--- config.mk ---
export PLATFORM = sky130hd
export DESIGN_NAME = ihm_eval
export DESIGN_NICKNAME = d
export VERILOG_FILES = /design/src/design/ihm_pkg.sv /design/src/design/ihm_eval.sv
export SDC_FILE = /design/constraint.sdc
export NUM_CORES = 1
export LEC_CHECK = 0
export ABC_AREA = 1
export BUFFER_PORTS_ARGS = -buffer_cell sky130_fd_sc_hd__buf_2
export CORE_MARGIN = 2
export CORE_UTILIZATION = 58
export DETAILED_ROUTE_END_ITERATION = 16
export GPL_TIMING_DRIVEN = 0
export PLACE_DENSITY = 0.85
export RECOVER_POWER = 50
export SLEW_MARGIN = 0
export SYNTH_ARGS = -nofsm -noshare
export SYNTH_HDL_FRONTEND = slang
export SYNTH_SLANG_ARGS = --single-unit
--- constraint.sdc ---
create_clock -name vclk -period 7.8
set_input_delay 1.56 -clock vclk [all_inputs]
set_output_delay 1.56 -clock vclk [all_outputs]
set_load 0.05 [all_outputs]
--- src/design/ihm_pkg.sv ---
// Shared types, codes and constants of the IMU sample health monitor.
package ihm_pkg;

  typedef enum logic [1:0] {
    CMD_SAMPLE = 2'd0,
    CMD_FAIL   = 2'd1,
    CMD_CLEAR  = 2'd2
  } cmd_t;

  localparam logic [1:0] REG_GYRO_FS  = 2'd0;
  localparam logic [1:0] REG_PERIOD   = 2'd1;
  localparam logic [1:0] REG_HIGH_G   = 2'd2;
  localparam logic [1:0] REG_MAX_FAIL = 2'd3;

  localparam logic [17:0] GYRO_LIM_SCALE    = 18'd42;
  localparam logic [15:0] DEFAULT_PERIOD_US = 16'd5000;
  localparam logic [15:0] ONE_G             = 16'd2048;
  localparam logic [36:0] LOW_G_SQ25        = 37'd1048576;

  typedef struct packed {
    cmd_t        cmd;
    logic [31:0] g2;
    logic [31:0] a2;
    logic [15:0] dt;
  } in_stage_t;

  typedef struct packed {
    logic [35:0] lim_sq;
    logic [31:0] hi_sq;
    logic [22:0] lo_sq;
    logic        under_en;
    logic [15:0] per;
    logic [7:0]  max_fail;
  } cfg_t;

  typedef struct packed {
    logic [7:0] failure_run;
    logic       anomaly;
    logic       high_g;
    logic       sensor_ok;
    logic       fault;
  } flags_t;

  typedef struct packed {
    logic gyro_ok;
    logic fuse_accel;
    logic fault_now;
  } verdict_t;

  localparam flags_t FLAGS_RESET = '{
    failure_run: 8'd0,
    anomaly:     1'b0,
    high_g:      1'b0,
    sensor_ok:   1'b1,
    fault:       1'b0
  };

  function automatic logic [30:0] sq16(input logic signed [15:0] v);
    logic signed [31:0] p;
    p = $signed({{16{v[15]}}, v}) * $signed({{16{v[15]}}, v});
    return p[30:0];
  endfunction

endpackage

--- src/design/ihm_eval.sv ---
// Per-item evaluation: gyro range, interval jitter, accel gating and failure tracking.
module ihm_eval #(
  parameter int EVENT_COUNT_WIDTH = 16
) (
  input  ihm_pkg::in_stage_t       item,
  input  ihm_pkg::cfg_t            cfg,
  input  ihm_pkg::flags_t          flags,
  input  logic [EVENT_COUNT_WIDTH-1:0] high_g_cnt,
  input  logic [EVENT_COUNT_WIDTH-1:0] anomaly_cnt,
  input  logic [EVENT_COUNT_WIDTH-1:0] jitter_cnt,
  output ihm_pkg::flags_t          flags_next,
  output logic [EVENT_COUNT_WIDTH-1:0] high_g_cnt_next,
  output logic [EVENT_COUNT_WIDTH-1:0] anomaly_cnt_next,
  output logic [EVENT_COUNT_WIDTH-1:0] jitter_cnt_next,
  output ihm_pkg::verdict_t        verdict
);

  localparam logic [EVENT_COUNT_WIDTH-1:0] CNT_ONE = {{(EVENT_COUNT_WIDTH-1){1'b0}}, 1'b1};

  function automatic logic [EVENT_COUNT_WIDTH-1:0] bump(
    input logic [EVENT_COUNT_WIDTH-1:0] c
  );
    return (&c) ? c : c + CNT_ONE;
  endfunction

  logic [36:0] g2_x25;
  logic [36:0] a2_x25;
  logic        gyro_over;
  logic        jitter;
  logic        low_g;
  logic        accel_over;
  logic        accel_under;
  logic [7:0]  run_inc;

  assign g2_x25 = {item.g2, 5'b0} - {2'b0, item.g2, 3'b0} + {5'b0, item.g2};
  assign a2_x25 = {item.a2, 5'b0} - {2'b0, item.a2, 3'b0} + {5'b0, item.a2};

  assign gyro_over   = g2_x25 > {1'b0, cfg.lim_sq};
  assign jitter      = ({1'b0, item.dt} > {cfg.per, 1'b0})
                    || (({3'b0, item.dt} + {1'b0, item.dt, 2'b0}) < {3'b0, cfg.per});
  assign low_g       = a2_x25 < ihm_pkg::LOW_G_SQ25;
  assign accel_over  = item.a2 >= cfg.hi_sq;
  assign accel_under = cfg.under_en && (item.a2 <= {9'b0, cfg.lo_sq});
  assign run_inc     = (&flags.failure_run) ? flags.failure_run : flags.failure_run + 8'd1;

  always_comb begin
    flags_next       = flags;
    high_g_cnt_next  = high_g_cnt;
    anomaly_cnt_next = anomaly_cnt;
    jitter_cnt_next  = jitter_cnt;
    verdict          = '0;
    case (item.cmd)
      ihm_pkg::CMD_SAMPLE: begin
        verdict.gyro_ok = 1'b1;
        if (gyro_over) begin
          verdict.gyro_ok    = 1'b0;
          anomaly_cnt_next   = bump(anomaly_cnt);
          flags_next.anomaly = 1'b1;
        end
        if (jitter) begin
          jitter_cnt_next    = bump(jitter_cnt);
          flags_next.anomaly = 1'b1;
        end
        if (low_g) begin
          flags_next.high_g = 1'b1;
        end else if (accel_over || accel_under) begin
          high_g_cnt_next   = bump(high_g_cnt);
          flags_next.high_g = 1'b1;
        end else begin
          flags_next.high_g  = 1'b0;
          verdict.fuse_accel = 1'b1;
        end
        flags_next.failure_run = 8'd0;
        flags_next.sensor_ok   = 1'b1;
      end
      ihm_pkg::CMD_FAIL: begin
        flags_next.failure_run = run_inc;
        flags_next.sensor_ok   = 1'b0;
        if (run_inc >= cfg.max_fail) begin
          flags_next.fault  = 1'b1;
          verdict.fault_now = 1'b1;
        end
      end
      ihm_pkg::CMD_CLEAR: begin
        flags_next       = ihm_pkg::FLAGS_RESET;
        high_g_cnt_next  = '0;
        anomaly_cnt_next = '0;
        jitter_cnt_next  = '0;
      end
      default: begin
      end
    endcase
  end

endmodule

# Word level (Yosys, flattened, before mapping)
# Cells that the tools add are included.
[totals]
regBits = 0
in_bits = 258
out_inout_bits = 63
elab_cells = 53
[classes]
n_addsub = 9
n_lt_le_gt_ge = 7
eq_ne = 2
n_mux = 26
reduce_logical = 9
[ops]
columns = ["op", "n"]
rows = [
  ["16-bit two-way mux", 7],
  ["16-bit case mux with 2 select lines", 3],
  ["37-bit by 32-bit adder with 37-bit output", 2],
  ["37-bit by 35-bit subtractor with 37-bit output", 2],
  ["16-bit by 1-bit adder with 16-bit output, second input constant", 3],
  ["16-bit AND reduction", 3],
  ["37-bit by 36-bit > comparator with 1-bit output", 1],
  ["37-bit by 21-bit less-than comparator with 1-bit output, second input constant", 1],
  ["32-bit >= comparator", 1],
  ["32-bit by 23-bit <= comparator with 1-bit output", 1],
  ["16-bit by 18-bit adder with 19-bit output", 1],
  ["19-bit by 16-bit less-than comparator with 1-bit output", 1],
  ["16-bit by 17-bit > comparator with 1-bit output", 1],
  ["8-bit case mux with 2 select lines", 1],
  ["1-bit two-way mux", 10],
  ["8-bit by 1-bit adder with 8-bit output, second input constant", 1],
  ["8-bit >= comparator", 1],
  ["8-bit two-way mux", 1],
  ["8-bit AND reduction", 1],
  ["1-bit case mux with 2 select lines", 2],
  ["2-bit case mux with 2 select lines", 1],
  ["2-bit by 1-bit equality test with 1-bit output, second input constant", 1],
  ["2-bit equality test, second input constant", 1],
  ["2-bit zero test", 1],
  ["4 further kinds", 5],
]

# Logic depth before layout (Yosys ltp)
[depth]
ltp_word = 6
mapped_depth = 29
depth_no_buf = 29

# Least setup slack after synthesis
# Ideal clock, no wire load.
[synth_timing]
path_kind = "input port to output port"
startpoint = "in item[49] (netlist bit)"
endpoint = "out anomaly_cnt_next[14]"
arrival_ps = 5719
required_ps = 6240
slack_ps = 521
stages = 25
n_path_buf = 1
cell_sequence = "inv_1 > fa_1 > inv_1 > ha_1 > a21o_1 > inv_1 > o21ai_0 > a21oi_1 > o21a_1 > o21ai_0 > a21oi_1 > o21bai_1 > xor2_1 > ha_1 > nand2_1 > nor4_1 > nand2_1 > nand2_1 > nand2_1 > nand2_1 > nand2_1 > nand2_2 > buf_2 > a21oi_1 > a21oi_1"
[synth_via]
elab_chain_cells = 5
[synth_rtl]
columns = ["element", "line_no", "source"]
rows = [
  ["from (decl)", "ihm_eval.sv:5", "input ihm_pkg::in_stage_t item,"],
  ["37-bit by 35-bit subtractor with 37-bit output", "ihm_eval.sv:35", "assign g2_x25 = {item.g2, 5'b0} - {2'b0, item.g2, 3'b0} + {5'b0, item.g2};"],
  ["37-bit by 32-bit adder with 37-bit output (*)", "ihm_eval.sv:35", ""],
  ["37-bit by 36-bit > comparator with 1-bit output (*)", "ihm_eval.sv:38", "assign gyro_over = g2_x25 > {1'b0, cfg.lim_sq};"],
  ["16-bit two-way mux (*)", "ihm_eval.sv:55", "if (gyro_over) begin"],
  ["16-bit case mux with 2 select lines (*)", "ihm_eval.sv:52", "case (item.cmd)"],
  ["to (decl)", "ihm_eval.sv:13", "output logic [EVENT_COUNT_WIDTH-1:0] anomaly_cnt_next,"],
]
# Every way passes the cells marked *; elsewhere a longest branch is shown, timed or not.

# Worst setup path in the final report
[layout_timing]
startpoint = "in item[62] (netlist bit)"
endpoint = "out anomaly_cnt_next[4]"
# Same word-level chain as after synthesis.

==> metrics.md <==
| Metric | Value |
|---|---|
| Status | `finished clean` |
| Synth area leaders | `ha_1 (22%), nand2_1 (18%), inv_1 (16%), fa_1 (8.2%), nand3_1 (6.3%)` |
| GRT busiest layer | `met2` |
| Worst Setup Start Kind | `input pin` |
| Global Route met3 Usage | `3.41%` |
| Synthesis-to-layout area growth | `15.5%` |
| DR pass1 iterations | `6` |
| DP HPWL | `39300 µm` |
| DIE HEIGHT | `156 µm` |
| Met1 Track Usage GR | `46.5%` |
| Post-synthesis xor/xnor area fraction | `4.49%` |
| Worst Path Buf+Inv | `5` |
| Mux share of post-synthesis cell area | `0%` |
| Layout cells sized above 1 | `13.0%` |
| First-pass GRT wire length | `71200 µm` |
| Routed wire length | `44500 µm` |
| Critical Path End Type | `primary output` |
| Synth Warn # | `0` |
| Violation count after the first detailed-route iteration | `1365` |
| Synth Instances | `2409` |
| Placed instance area | `15400 µm²` |
| Largest area contributor in the netlist | `ha_1` |
| Mean post-synth cell area | `5.59 µm²` |
| Sequential element share of the synthesized area | `0%` |
| Area fraction in compound gates after synthesis | `11.8%` |
| Post-Synth Adder-Cell Area | `29.7%` |
| Mapped Area | `13500 µm²` |
| Largest family of logic cells by synthesized area | `simple AND/OR/NAND/NOR gates` |
| Initial antenna violation count | `8` |
| Slowest CP cell | `fa_1` |
| Final #Nets | `3280` |
| Worst-Margin Slew | `0.702 ns` |
| Pin count of the biggest net entering global routing | `11` |
| Largest fanout on the critical path | `10` |
| Met2 Usage GRT | `60.2%` |
| Max_slew headroom | `53.4%` |
| Worst VDD drop | `0.0752 mV` |
| Vias/cell | `5.41` |
| Count leader, synth | `nand2_1` |
| Area share of the largest cell type after synthesis | `21.5%` |
| Port Buf Inserts | `321` |
| Maximum clock rate | `132 MHz` |
| Layout fillers | `2229` |
| Type of the worst setup path | `in -> out` |
| Vias in the first global route | `15300` |
| Final period utilization | `96.9%` |
| Leakage | `9.65 nW` |
| Cell mode on critical path | `nand2_1` |
| Setup TNS | `0 ns` |
| Core Area | `22700 µm²` |
| Die Width | `156 µm` |
| Overflow after GRT | `0` |
| Seq_cells | `0` |
| Top cells by count, synth | `nand2_1 (662), inv_1 (578), ha_1 (232), nand3_1 (169), a21oi_1 (164)` |
| CP delay by family, top | `simple AND/OR/NAND/NOR gates` |
| Final Instance Area | `15600 µm²` |
| Die area | `24500 µm²` |
| Final setup viols | `0` |
| WP data arrival | `5.99 ns` |
| Overall power | `1.76 mW` |
| Crit path largest cell delay | `0.54 ns` |
| Starting Density | `59.3%` |
| Simple-gate share of the synthesized area | `36.8%` |
| # DRC | `0` |
| Gr usage total | `35.0%` |
| # clk buffers | `0` |
| GP Congestion | `0.974` |
| Max-slew violation count | `0` |
| Hold Crit Class | `in -> out` |
| # Max-Cap Violations | `0` |
| Critical Path RT | `6.24 ns` |
| Synthesized Nets | `2954` |
| Post-DRT Antenna Nets | `0` |
| Storage element area | `0 µm²` |
| Min Tclk post-route | `7.55 ns` |
| Final Hold Viols | `0` |
| WL/cell | `14.7 µm` |
| Vias | `16400` |
| Io pins | `321` |
| Rows | `55` |
| PwrDens | `113 nW/µm²` |
| Netlist cell types | `48` |
path summary, 6_finish.rpt:
check	startpoint	to	slack [ns]	cells after the start
setup / recovery	item[62]	anomaly_cnt_next[4]	0.25	25
hold / removal	flags[3]	flags_next[3]	3.51	4
what timing repair did:
item	in CTS	in global routing
setup buffers	1	2
hold buffers	0	0
endpoints found under the setup margin	18	18
pin swaps	1	2
gates resized for setup	15	24
where the power goes:
| part | switching (mW) | total, mW | internal [mW] |
|---|---|---|---|
| Clock | 0 | 0.000000120 | 0.000000120 |
| Combinational | 1.16 | 1.76 | 0.607 |
| Sequential | 0 | 0 | 0 |
| Total | 1.16 | 1.76 | 0.607 |
per-layer routing:
layer | part of all wire [%] | vias to the layer above | wire (µm)
met5 | 0.025 | - | 11
met1 | 44 | 7395 | 19500
met3 | 6.5 | 100 | 2880
met4 | 3.4 | 2 | 1520
met2 | 46 | 581 | 20600
li1 | - | 8282 | -
kinds of logic (layout without fill, tap and decap cells):
family,Yosys count,after routing
AO/OA/AOI/OAI,290,290
XOR/XNOR,69,69
adder cells (fa/ha/maj),287,287
buffers and inverters,608,932
other,0,7
AND/OR/NAND/NOR,1155,1155
cells in the final DEF (no fill, tap or decap), drive strengths merged, types with 3 or more instances in the layout:
master,n
or2,5
o21ai,72
xnor2,14
nand3,172
fa,55
a31oi,4
a21o,6
nand4,63
a21oi,167
buf,310
a21boi,4
nor4,18
clkbuf,38
diode,7
a211oi,3
o21bai,10
ha,232
xor2,55
nor2,170
nand3b,9
o211ai,7
inv,580
nand2,671
o21a,6
nor3,45
clkinv,4
stage by stage:
step                cells  hold WS [ns]  utilization (%)  setup slack (ns)
floorplan            2409          3.42                -             0.521
global placement     3015          3.53             68.0            -0.301
detailed placement   3015          3.53             68.0            -0.387
CTS                  3016          3.51             68.2            0.0258
global route         3024          3.53             68.5           -0.0308
finish               3025          3.51             68.5             0.246
final cells by class:
class | instances | area [µm²] | share of cell area (%)
Buffer | 24 | 124 | 0.796
Multi-Input combinational cell | 1801 | 11200 | 72.3
Antenna cell | 7 | 17.5 | 0.113
Inverter | 584 | 2190 | 14.1
Tap cell | 285 | 357 | 2.29
Timing Repair Buffer | 324 | 1620 | 10.4
Note: power is estimated with default switching activity, not from simulation.
